**config.mk**
```make
export PLATFORM = sky130hd
export DESIGN_NAME = mhad_norm_cell
export DESIGN_NICKNAME = d
export VERILOG_FILES = /design/src/hw/rtl/mhad_pkg.sv /design/src/hw/rtl/mhad_norm_cell.sv
export SDC_FILE = /design/constraint.sdc
export NUM_CORES = 1
export LEC_CHECK = 0
export BUFFER_PORTS_ARGS = -buffer_cell sky130_fd_sc_hd__buf_4
export CAP_MARGIN = 20
export CORE_MARGIN = 2
export CORE_UTILIZATION = 38
export DETAILED_ROUTE_END_ITERATION = 6
export GPL_TIMING_DRIVEN = 0
export PLACE_DENSITY = 0.65
export SYNTH_ARGS = -nofsm -noshare
export SYNTH_HDL_FRONTEND = slang
export SYNTH_SLANG_ARGS = --single-unit
```
**constraint.sdc**
```tcl
create_clock -name clk -period 8.7 [get_ports clk]
set_input_delay 0.87 -clock clk [delete_from_list [all_inputs] [get_ports clk]]
set_output_delay 0.87 -clock clk [all_outputs]
set_load 0.05 [all_outputs]
```
**src/hw/rtl/mhad_pkg.sv**
```systemverilog
// ----------------------------------------------------------------------------
// mhad_pkg: shared types and constants for the magnetic heading block
// Widths of the normalized vector, the CORDIC datapath and the angle
// accumulator, the stage payload types and the arctangent table.
// ----------------------------------------------------------------------------
package mhad_pkg;

  localparam int AXIS_BITS_DEF = 16;
  localparam int NORM_W        = 41;
  localparam int NORM_STAGES   = 6;
  localparam int CORDIC_STEPS  = 24;
  localparam int CW            = 45;
  localparam int ACC_W         = 28;
  localparam int ANGLE_W       = 27;
  localparam int FRAC_BITS     = 20;
  localparam int HEAD_W        = 9;
  localparam int QUAD_W        = 7;
  localparam int STEP_W        = 5;

  localparam logic [HEAD_W-1:0] HEAD_0   = HEAD_W'(0);
  localparam logic [HEAD_W-1:0] HEAD_90  = HEAD_W'(90);
  localparam logic [HEAD_W-1:0] HEAD_180 = HEAD_W'(180);
  localparam logic [HEAD_W-1:0] HEAD_270 = HEAD_W'(270);
  localparam logic [HEAD_W-1:0] HEAD_360 = HEAD_W'(360);

  localparam logic signed [ACC_W-1:0] ACC_MAX = ACC_W'(90 * (2 ** FRAC_BITS) - 1);

  typedef struct packed {
    logic              axis;
    logic [HEAD_W-1:0] base;
    logic [NORM_W-1:0] ux;
    logic [NORM_W-1:0] uw;
  } norm_t;

  typedef struct packed {
    logic                     axis;
    logic [HEAD_W-1:0]        base;
    logic signed [CW-1:0]     x;
    logic signed [CW-1:0]     w;
    logic signed [ACC_W-1:0]  acc;
  } cordic_t;

  // Arctangent of 2^-i in degrees, unsigned Q20, rounded to nearest.
  function automatic logic [ANGLE_W-1:0] atan_q20(input logic [STEP_W-1:0] idx);
    logic [ANGLE_W-1:0] r;
    case (idx)
      5'd0:    r = 27'd47185920;
      5'd1:    r = 27'd27855475;
      5'd2:    r = 27'd14718068;
      5'd3:    r = 27'd7471121;
      5'd4:    r = 27'd3750058;
      5'd5:    r = 27'd1876857;
      5'd6:    r = 27'd938658;
      5'd7:    r = 27'd469357;
      5'd8:    r = 27'd234682;
      5'd9:    r = 27'd117342;
      5'd10:   r = 27'd58671;
      5'd11:   r = 27'd29335;
      5'd12:   r = 27'd14668;
      5'd13:   r = 27'd7334;
      5'd14:   r = 27'd3667;
      5'd15:   r = 27'd1833;
      5'd16:   r = 27'd917;
      5'd17:   r = 27'd458;
      5'd18:   r = 27'd229;
      5'd19:   r = 27'd115;
      5'd20:   r = 27'd57;
      5'd21:   r = 27'd29;
      5'd22:   r = 27'd14;
      5'd23:   r = 27'd7;
      default: r = '0;
    endcase
    return r;
  endfunction

endpackage

```
**src/hw/rtl/mhad_norm_cell.sv**
```systemverilog
// ----------------------------------------------------------------------------
// mhad_norm_cell: one stage of the normalizing shifter
// Shifts both components left by SHIFT when the top SHIFT bits of the
// larger one are all zero, then registers the result for the next cell.
// ----------------------------------------------------------------------------
module mhad_norm_cell #(
  parameter int SHIFT = 1
) (
  input  logic            clk,
  input  logic            rst,
  input  logic            up_valid,
  output logic            up_ready,
  input  mhad_pkg::norm_t up_data,
  output logic            dn_valid,
  input  logic            dn_ready,
  output mhad_pkg::norm_t dn_data
);
  import mhad_pkg::*;

  logic [NORM_W-1:0] big;
  norm_t             nxt;

  assign big      = (up_data.ux > up_data.uw) ? up_data.ux : up_data.uw;
  assign up_ready = !dn_valid || dn_ready;

  always_comb begin
    nxt = up_data;
    if (big[NORM_W-1 -: SHIFT] == '0) begin
      nxt.ux = up_data.ux << SHIFT;
      nxt.uw = up_data.uw << SHIFT;
    end
  end

  always_ff @(posedge clk) begin
    if (rst) begin
      dn_valid <= 1'b0;
    end else if (up_ready) begin
      dn_valid <= up_valid;
    end
    if (up_ready && up_valid) begin
      dn_data <= nxt;
    end
  end

endmodule

```
==> impl_metrics.toml <==
[status]
outcome = "finished clean"

[worst_setup_path]
worstPathArrival_ns = 3.57
cpMaxStageDelayCell = "a311o_2"
critical_path_class = "input port to flop"
worstPathMaxFanout = 10
reg2reg_to = "dn_data[23]"
path_cells = "buf_4, inv_1, ha_1, a2111oi_2, o21ai_1, a41oi_1, o41ai_1, a311o_2, mux2i_1, buf_4, buf_6, mux2_1"
cp_common_cell = "buf_4"
cp-end-kind = "flop"
ff2ff_path_depth = 3
r2r_setup_slack_ns = 7.09
r2r_start = "dn_valid"
required_ns = 8.79
critPathLaunchType = "input port"
slowest_delay_ns = 0.45

[logic_synthesis]
synth_compound_gate_area_share_pct = 5.14
synth_nets = 469
seq_area_frac_synth_pct = 58.4
synth-edff-count = 92
yosys_warnings = 0
synth_top_area_share_pct = 57.9
synthAdderAreaFrac_pct = 10.5
synth.area.top_cells = "edfxtp_1 (58%), ha_1 (10%), mux2_1 (9.4%)"
ys_ff_latch = 93
avgSynthCellArea_um2 = 14.3
synthSimpleGateAreaFrac_pct = 3.18
ys.flop_type = "edfxtp_1"
ys_types = 30
async_flop_share_pct = 0
synthMuxAreaShare_pct = 17.6
yosysTopAreaCell = "edfxtp_1"
syn_area_mm2 = 0.00477
syn_inst = 333
synth_top_family_by_area = "multiplexers"
synth_xor_area_share_pct = 0

[timing]
setup_slack_ns = 5.22
relSlewSlack_pct = 65.9
finalSetupViolCount = 0
hold_violations = 0
setup_tns_ns = 0
drv_slew = 0
period_minus_slack_ns = 3.48
period_share_pct = 40.0
hold_ws_ns = 0.537
grt_setup_unrepaired = "false"
skew_ns = 0.00297
worst_pin_slew_ns = 0.505
timing.fmax_mhz = 287

[floorplan]
fp.dieW_um = 116
die_y_um = 116
initial_core_util_pct = 39.4
design.core.area_mm2 = 0.0121
rows = 40
die_area_mm2 = 0.0135
io_pins = 190

[worst_hold_path]
min_path_type = "flop to flop"
hold_end = "dn_valid"
holdPathStages = 2
holdCritStartpoint = "dn_valid"

[clock_network]
clock_latency_ns = 0.34
cts_setup_buffers = 0
clock-sinks = 93
cts_root_buffer = "clkbuf_16"
holdBufCountCts = 0
cts_tree = "done"
clockBufferDepth = 2
cts_resized = 0
h-tree-depth = 3
path_clk_slew_ns = 0.07
cts_made_buffers = 9

[power_and_ir_drop]
peakVddDrop_v = 0.0000971
leakage_nw = 3.09
p_per_area_mw_per_mm2 = 195
design_power_total_w = 0.00132

[grt]
grt_max_degree = 59
gr-total-overflow = 0
track_usage_pct = 17.0
grt_pass1_vias = 3452
grt_antenna_before_repair = 0
grt_pass1_wl_mm = 17.4

[detailed_routing]
routed_via_density = 4.75
wl_per_cell_um = 16.0
wl_mm = 11.3
antenna_violating_nets_post_route = 0
vias = 3357
route.detailed.drc = 0
first_iter_violations = 142
first_pass_iters = 4

[cells_and_area]
layout_commonest_cell = "buf_4"
syn_to_final_growth_pct = 41.4
nNetsFinal = 670
final_cell_mix = "buf_4 (194), edfxtp_1 (92), inv_1 (44)"
drive_gt1_share_pct = 40.3
num_antenna_cells = 0

[place]
hpwlAfterDp_mm = 8.73
io_buffers = 189
gp_congestion = 0.765
post-place-ws_ns = 4.83

[run]
max_cap_violations = 0
## kinds of logic (layout without fill, tap and decap cells)
family / count (synthesis) / in the layout
AND/OR/NAND/NOR: 29 / 29
flip-flops: 93 / 93
buffers and inverters: 53 / 259
adder cells (fa/ha/maj): 40 / 40
multiplexers: 79 / 79
AO/OA/AOI/OAI: 39 / 39
## synth_stat cells, types with 4 or more instances
cell / count
mux2_1: 40
buf_4: 5
nand2_1: 9
mux2i_1: 39
inv_1: 44
buf_6: 4
a21oi_1: 17
edfxtp_1: 92
a21o_1: 4
nand4_1: 7
ha_1: 40
o21ai_0: 6
## worst max path at each step
stage | startpoint | endpoint | slack (ns) | depth (start not counted)
after detailed placement | up_data[2] | dn_data[48] | 4.83 | 12
after floorplan | dn_ready | dn_data[0] | 4.69 | 2
after global routing | up_data[32] | dn_data[48] | 5.01 | 12
after CTS | up_data[2] | dn_data[48] | 5.19 | 12
final | up_data[8] | dn_data[48] | 5.22 | 12
after global placement | dn_ready | dn_data[86] | 4.04 | 3
## cell type report
cell class / instances / area, um2
fillers: 1042 / 5370
flip-flops and latches: 93 / 2780
multi-input cells: 187 / 1740
repair buffers: 190 / 1450
clock buffers: 9 / 225
well taps: 168 / 210
inverters: 44 / 165
clock inverters: 7 / 90.1
plain buffers: 9 / 82.6
## worst max-delay path, delay by kind of cell
family,cells,cell delay [ns]
compound gates,5,1.33
fa+ha+maj,1,0.26
buf+inv,4,0.60
mux,2,0.51
## stage by stage
| step | util (%) | area (um2) | cells |
|---|---|---|---|
| after detailed placement | 53.1 | 6430 | 691 |
| after global placement | 52.8 | 6400 | 690 |
| after CTS | 55.7 | 6740 | 707 |
| final | 55.7 | 6740 | 707 |
| after global routing | 55.7 | 6740 | 707 |
| after floorplan | - | 4770 | 333 |
## state kept, by name (all words and copies together), names as in the netlist
name,flops
dn_data,92
dn_valid,1
## power breakdown
group          leakage, nW  total, W  switching, W  internal (W)
clock network        0.153  0.000419      0.000168      0.000250
registers            0.898  0.000551     0.0000104      0.000540
logic                 2.04  0.000347      0.000219      0.000127
total                 3.09   0.00132      0.000398      0.000918
## layer usage
layer	share of wire (%)	GRT usage, %
met1	41	20.5
met2	52	29.8
met3	5.5	3.56
met4	1.6	6.75
met5	0	0
(Power assumes the default switching activity.)
