<file path="src/hw/rtl/mhad_pkg.sv">
// ----------------------------------------------------------------------------
// mhad_pkg: shared types and constants for the magnetic heading block
// Widths of the normalized vector, the CORDIC datapath and the angle
// accumulator, the stage payload types and the arctangent table.
// ----------------------------------------------------------------------------
package mhad_pkg;

  localparam int AXIS_BITS_DEF = 16;
  localparam int NORM_W        = 41;
  localparam int NORM_STAGES   = 6;
  localparam int CORDIC_STEPS  = 24;
  localparam int CW            = 45;
  localparam int ACC_W         = 28;
  localparam int ANGLE_W       = 27;
  localparam int FRAC_BITS     = 20;
  localparam int HEAD_W        = 9;
  localparam int QUAD_W        = 7;
  localparam int STEP_W        = 5;

  localparam logic [HEAD_W-1:0] HEAD_0   = HEAD_W'(0);
  localparam logic [HEAD_W-1:0] HEAD_90  = HEAD_W'(90);
  localparam logic [HEAD_W-1:0] HEAD_180 = HEAD_W'(180);
  localparam logic [HEAD_W-1:0] HEAD_270 = HEAD_W'(270);
  localparam logic [HEAD_W-1:0] HEAD_360 = HEAD_W'(360);

  localparam logic signed [ACC_W-1:0] ACC_MAX = ACC_W'(90 * (2 ** FRAC_BITS) - 1);

  typedef struct packed {
    logic              axis;
    logic [HEAD_W-1:0] base;
    logic [NORM_W-1:0] ux;
    logic [NORM_W-1:0] uw;
  } norm_t;

  typedef struct packed {
    logic                     axis;
    logic [HEAD_W-1:0]        base;
    logic signed [CW-1:0]     x;
    logic signed [CW-1:0]     w;
    logic signed [ACC_W-1:0]  acc;
  } cordic_t;

  // Arctangent of 2^-i in degrees, unsigned Q20, rounded to nearest.
  function automatic logic [ANGLE_W-1:0] atan_q20(input logic [STEP_W-1:0] idx);
    logic [ANGLE_W-1:0] r;
    case (idx)
      5'd0:    r = 27'd47185920;
      5'd1:    r = 27'd27855475;
      5'd2:    r = 27'd14718068;
      5'd3:    r = 27'd7471121;
      5'd4:    r = 27'd3750058;
      5'd5:    r = 27'd1876857;
      5'd6:    r = 27'd938658;
      5'd7:    r = 27'd469357;
      5'd8:    r = 27'd234682;
      5'd9:    r = 27'd117342;
      5'd10:   r = 27'd58671;
      5'd11:   r = 27'd29335;
      5'd12:   r = 27'd14668;
      5'd13:   r = 27'd7334;
      5'd14:   r = 27'd3667;
      5'd15:   r = 27'd1833;
      5'd16:   r = 27'd917;
      5'd17:   r = 27'd458;
      5'd18:   r = 27'd229;
      5'd19:   r = 27'd115;
      5'd20:   r = 27'd57;
      5'd21:   r = 27'd29;
      5'd22:   r = 27'd14;
      5'd23:   r = 27'd7;
      default: r = '0;
    endcase
    return r;
  endfunction

endpackage

</file>
<file path="src/hw/rtl/mhad_cordic_cell.sv">
// ----------------------------------------------------------------------------
// mhad_cordic_cell: one vectoring CORDIC iteration
// Rotates the vector toward the x axis by atan(2^-STEP) and adds the
// rotation to the angle accumulator, then registers the result.
// ----------------------------------------------------------------------------
module mhad_cordic_cell #(
  parameter int STEP = 0
) (
  input  logic              clk,
  input  logic              rst,
  input  logic              up_valid,
  output logic              up_ready,
  input  mhad_pkg::cordic_t up_data,
  output logic              dn_valid,
  input  logic              dn_ready,
  output mhad_pkg::cordic_t dn_data
);
  import mhad_pkg::*;

  localparam logic [ACC_W-1:0] ANGLE = {1'b0, atan_q20(STEP_W'(STEP))};

  logic signed [CW-1:0] x_cur;
  logic signed [CW-1:0] w_cur;
  logic signed [CW-1:0] xs;
  logic signed [CW-1:0] ws;
  logic                 w_pos;
  logic                 w_neg;
  cordic_t              nxt;

  assign x_cur    = up_data.x;
  assign w_cur    = up_data.w;
  assign xs       = x_cur >>> STEP;
  assign ws       = w_cur >>> STEP;
  assign w_neg    = w_cur[CW-1];
  assign w_pos    = !w_cur[CW-1] && (w_cur != '0);
  assign up_ready = !dn_valid || dn_ready;

  always_comb begin
    nxt = up_data;
    if (w_pos) begin
      nxt.x   = x_cur + ws;
      nxt.w   = w_cur - xs;
      nxt.acc = up_data.acc + ANGLE;
    end else if (w_neg) begin
      nxt.x   = x_cur - ws;
      nxt.w   = w_cur + xs;
      nxt.acc = up_data.acc - ANGLE;
    end
  end

  always_ff @(posedge clk) begin
    if (rst) begin
      dn_valid <= 1'b0;
    end else if (up_ready) begin
      dn_valid <= up_valid;
    end
    if (up_ready && up_valid) begin
      dn_data <= nxt;
    end
  end

endmodule

</file>
<file path="config.mk">
export PLATFORM = sky130hd
export DESIGN_NAME = mhad_cordic_cell
export DESIGN_NICKNAME = d
export VERILOG_FILES = /design/src/hw/rtl/mhad_pkg.sv /design/src/hw/rtl/mhad_cordic_cell.sv
export SDC_FILE = /design/constraint.sdc
export NUM_CORES = 1
export LEC_CHECK = 0
export BUFFER_PORTS_ARGS = -buffer_cell sky130_fd_sc_hd__clkbuf_2
export CAP_MARGIN = 40
export CORE_ASPECT_RATIO = 0.8
export CORE_MARGIN = 2
export CORE_UTILIZATION = 50
export CTS_CLUSTER_SIZE = 20
export DETAILED_ROUTE_END_ITERATION = 10
export PLACE_DENSITY = 0.84
export SYNTH_ARGS = -nofsm -noshare
export SYNTH_HDL_FRONTEND = slang
export SYNTH_SLANG_ARGS = --single-unit
</file>
<file path="constraint.sdc">
create_clock -name clk -period 5.3 [get_ports clk]
set_input_delay 1.06 -clock clk [delete_from_list [all_inputs] [get_ports clk]]
set_output_delay 1.06 -clock clk [all_outputs]
set_load 0.01 [all_outputs]
</file>
==> flow_summary.toml <==
[outcome]
run_status = "finished clean"

[global_routing]
grt_pass1_vias = 13700
grt_max_degree = 73
grt_usage_pct = 39.1
grt_overflow_total = 0
first_pass_grt_wire_length_um = 84400
antenna_found_initial = 2

[drt]
drt_pre_antenna_iters = 6
detail_route.iter0.violations = 2056
vias = 15000
detail_route.drc_violations = 0
ant_nets = 0
detail_route.wl_per_cell_um = 25.1
vias_per_cell = 6.61
postRouteWirelength_um = 57300

[sta]
fin_setup_tns_ns = 0
achievable-frequency_mhz = 225
timing.final.max_slew_violations = 0
final.period_utilization_pct = 83.9
final.setup_skew_ns = 0.0147
finalHoldViolCount = 0
finalCriticalPeriod_ns = 4.44
setup_viol_count_final = 0
worstMarginPinSlew_ns = 0.939
max-slew-margin-rel_pct = 36.8
rsz0062_at_grt = "false"

[critical_path]
worstPathMaxFanout = 16
cp_slowest_stage_delay_ns = 0.74
cp.buffers_inverters = 3
worstPathArrival_ns = 4.74
cp_cell_sequence = "clkbuf_2 > inv_1 > ha_1 > nor2b_1 > a211oi_1 > buf_4 > o211ai_1 > a21oi_1 > o21bai_2 > a2111oi_4 > o31ai_1 > a22oi_1 > o22ai_1 > a21oi_1"
setup.worst_path.class = "in -> reg"
critical_path.reg2reg.startpoint = "dn_valid"
worstRegToRegCells = 3
kind_of_start_point_of_the_critical_path = "input port"
cp-end-kind = "flip-flop"
rr_endpoint = "dn_data[111]"
worstSetupPathDepth = 14
critical_path.most_common_cell = "sky130_fd_sc_hd__a21oi_1"
r2r_setup_slack_ns = 3.36
worst_path_max_delay_cell = "sky130_fd_sc_hd__a2111oi_4"
crit_end = "dn_data[109]"
launch_point_of_the_worst_path = "up_data[32]"
required_ns = 5.59
cp_top_family = "compound AO/OA/AOI/OAI gates"

[yosys]
syn_area_per_cell_sq_um = 8.18
synthDistinctLibCells = 96
yosys_synthesis_warning_count = 0
synthFlopType = "sky130_fd_sc_hd__edfxtp_1"
yosysSeqAreaShare_pct = 28.4
synth-async-reset-ratio_pct = 0
syn_inst = 1665
synth.cell_area_sq_um = 13600
ys_seq_elements = 129
net_count_after_synthesis = 1934
synth_edf_count = 128

[clocking]
clock_tree.root_cell = "sky130_fd_sc_hd__clkbuf_16"
worst_skew_pair.late_latency_ns = 0.45
clock_tree_from_tritoncts = "built"
h_tree_lvls = 4
tritoncts.num_buffers = 17
ctsLongestPathBuffers = 2
path_clk_slew_ns = 0.06
cts_sinks = 129
ctsResizeCount = 0
postCtsSetupBuffers = 0
postCtsHoldBufs = 0

[finish]
num-nets-final = 2174
final_util_pct = 60.4
layout.filler_cells = 2416
postLayoutCellArea_sq_um = 16000
layout.cells.non_filler = 2277
area_growth_pct = 17.7
fraction_of_layout_instances_using_a_drive_strength_above_1_pct = 20.5

[power_and_ir_drop]
power.density_nw_per_um2 = 260
cellLeakagePower_uw = 0.00688
worst_supply_voltage_drop_on_vdd_v = 0.000246

[placed_design]
place_congestion = 1.07
hpwlAfterDp_um = 44200
numPlacedInstances = 2243
detailed_place.area_sq_um = 15400
port_buffers = 261

[floorplanning]
die_width_um = 188
die_area_sq_um = 28600
floorplan.initialDensity_pct = 51.3
top_level_ports = 262
core_area_sq_um = 26500
die_height_um = 152
row_count = 53

[hold_path]
holdCritPathClass = "reg -> reg"

[flow_run]
drv_cap = 0
==> synthesized netlist by cell type (5+ instances only) <==
cell / number / share of area, %
sky130_fd_sc_hd__clkbuf_1: 65 / 1.8
sky130_fd_sc_hd__nor2_1: 159 / 4.4
sky130_fd_sc_hd__a21o_1: 25 / 1.4
sky130_fd_sc_hd__and2_1: 6 / 0.28
sky130_fd_sc_hd__a22oi_1: 12 / 0.66
sky130_fd_sc_hd__o31a_1: 6 / 0.39
sky130_fd_sc_hd__nor4_1: 24 / 1.1
sky130_fd_sc_hd__buf_2: 12 / 0.44
sky130_fd_sc_hd__o22a_1: 8 / 0.51
sky130_fd_sc_hd__and4_1: 5 / 0.32
sky130_fd_sc_hd__nand4_1: 19 / 0.87
sky130_fd_sc_hd__o221ai_1: 7 / 0.45
sky130_fd_sc_hd__o31ai_1: 24 / 1.3
sky130_fd_sc_hd__a21oi_1: 234 / 8.6
sky130_fd_sc_hd__edfxtp_1: 128 / 28
sky130_fd_sc_hd__nand3_1: 18 / 0.66
sky130_fd_sc_hd__or2_2: 9 / 0.41
sky130_fd_sc_hd__a31oi_1: 15 / 0.69
sky130_fd_sc_hd__a2111oi_0: 5 / 0.32
sky130_fd_sc_hd__and3_1: 5 / 0.23
sky130_fd_sc_hd__a311oi_1: 5 / 0.32
sky130_fd_sc_hd__nor2b_1: 17 / 0.78
sky130_fd_sc_hd__or3_1: 13 / 0.60
sky130_fd_sc_hd__o21ai_0: 103 / 3.8
sky130_fd_sc_hd__ha_1: 134 / 12
sky130_fd_sc_hd__a221oi_1: 26 / 1.7
sky130_fd_sc_hd__inv_1: 141 / 3.9
sky130_fd_sc_hd__nor3_1: 30 / 1.1
sky130_fd_sc_hd__nand2b_1: 18 / 0.83
sky130_fd_sc_hd__a211oi_1: 25 / 1.4
sky130_fd_sc_hd__o21ai_1: 5 / 0.18
sky130_fd_sc_hd__mux2i_1: 8 / 0.59
sky130_fd_sc_hd__nand2_1: 91 / 2.5
sky130_fd_sc_hd__o211ai_1: 10 / 0.55
sky130_fd_sc_hd__o21bai_1: 37 / 2.0
sky130_fd_sc_hd__buf_1: 9 / 0.25
sky130_fd_sc_hd__o22ai_1: 34 / 1.6
sky130_fd_sc_hd__xnor2_1: 41 / 2.6
sky130_fd_sc_hd__o21a_1: 20 / 1.1
sky130_fd_sc_hd__buf_4: 5 / 0.28
==> cells by family after synthesis <==
kind of cell,count (synthesis),share of synthesized area [%]
buffers and inverters,238,6.83
XOR/XNOR,45,2.89
AO/OA/AOI/OAI,680,33.5
adder cells (fa/ha/maj),137,12.8
multiplexers,9,0.671
AND/OR/NAND/NOR,427,14.9
flip-flops,129,28.4
==> placed cells by master (no fill, tap or decap), types with 6 or more instances in the layout <==
master,n
sky130_fd_sc_hd__buf_4,49
sky130_fd_sc_hd__o22a_1,8
sky130_fd_sc_hd__mux2i_1,8
sky130_fd_sc_hd__edfxtp_1,128
sky130_fd_sc_hd__nand3_1,18
sky130_fd_sc_hd__ha_1,134
sky130_fd_sc_hd__or3_1,13
sky130_fd_sc_hd__nor3_1,29
sky130_fd_sc_hd__a22oi_1,12
sky130_fd_sc_hd__or2_2,9
sky130_fd_sc_hd__o22ai_1,34
sky130_fd_sc_hd__o21bai_1,37
sky130_fd_sc_hd__clkbuf_16,17
sky130_fd_sc_hd__o21ai_0,103
sky130_fd_sc_hd__nor2_1,158
sky130_fd_sc_hd__nand2b_1,18
sky130_fd_sc_hd__a221oi_1,26
sky130_fd_sc_hd__a211oi_1,25
sky130_fd_sc_hd__nor2b_1,17
sky130_fd_sc_hd__clkbuf_2,260
sky130_fd_sc_hd__nor4_1,24
sky130_fd_sc_hd__o31a_1,6
sky130_fd_sc_hd__o21a_1,20
sky130_fd_sc_hd__inv_1,140
sky130_fd_sc_hd__xnor2_1,41
sky130_fd_sc_hd__a21oi_1,234
sky130_fd_sc_hd__a21o_1,25
sky130_fd_sc_hd__nand2_1,91
sky130_fd_sc_hd__o211ai_1,10
sky130_fd_sc_hd__a31oi_1,15
sky130_fd_sc_hd__nand4_1,19
sky130_fd_sc_hd__o221ai_1,7
sky130_fd_sc_hd__o31ai_1,24
==> sequential cells by signal (all words and copies together), names as in the netlist <==
register  cells
dn_data     128
dn_valid      1
==> how the worst min path moves through the flow <==
stage	startpoint	cells past startpoint	slack (ns)	endpoint
2_1_floorplan	dn_valid	2	0.59	dn_valid
3_3_place_gp	dn_valid	2	0.53	dn_valid
3_5_place_dp	dn_valid	2	0.55	dn_valid
4_1_cts	dn_valid	2	0.56	dn_valid
5_1_grt	dn_valid	2	0.58	dn_valid
6_report	dn_valid	2	0.56	dn_valid
==> final cells by class <==
class / instances / area [sq um] / area share (%)
Clock inverter: 12 / 135 / 0.843
Tap cell: 357 / 447 / 2.79
Inverter: 145 / 544 / 3.40
Clock buffer: 20 / 447 / 2.79
Timing Repair Buffer: 314 / 1740 / 10.9
Sequential cell: 129 / 3860 / 24.1
Antenna cell: 2 / 5.00 / 0.0312
Multi-Input combinational cell: 1298 / 8840 / 55.2
==> tightest hold or removal path, stage by stage (launching register included) <==
cell and delay (ns):
sky130_fd_sc_hd__dfxtp_1 0.31, sky130_fd_sc_hd__nand2b_1 0.13, sky130_fd_sc_hd__a21oi_1 0.08
==> report_power, final <==
part	switching (uW)	total, uW	internal, uW
logic	1070	1640	573
registers	33.3	1300	1270
clock network	513	1220	707
==> metal layers <==
layer	track usage (%)	share of wire, %
met1	56.6	43
met2	56.5	41
met3	10.7	14
met4	12.0	2.9
met5	0	0
==> stage by stage <==
stage,power (uW),hold slack (ns),setup WS (ns)
after floorplan,2320,0.593,0.578
after global placement,2890,0.535,0.490
after detailed placement,2900,0.551,0.496
after CTS,4110,0.560,0.924
after global routing,4320,0.580,0.604
final,4160,0.560,0.855
Note: power is estimated with default switching activity, not from simulation.
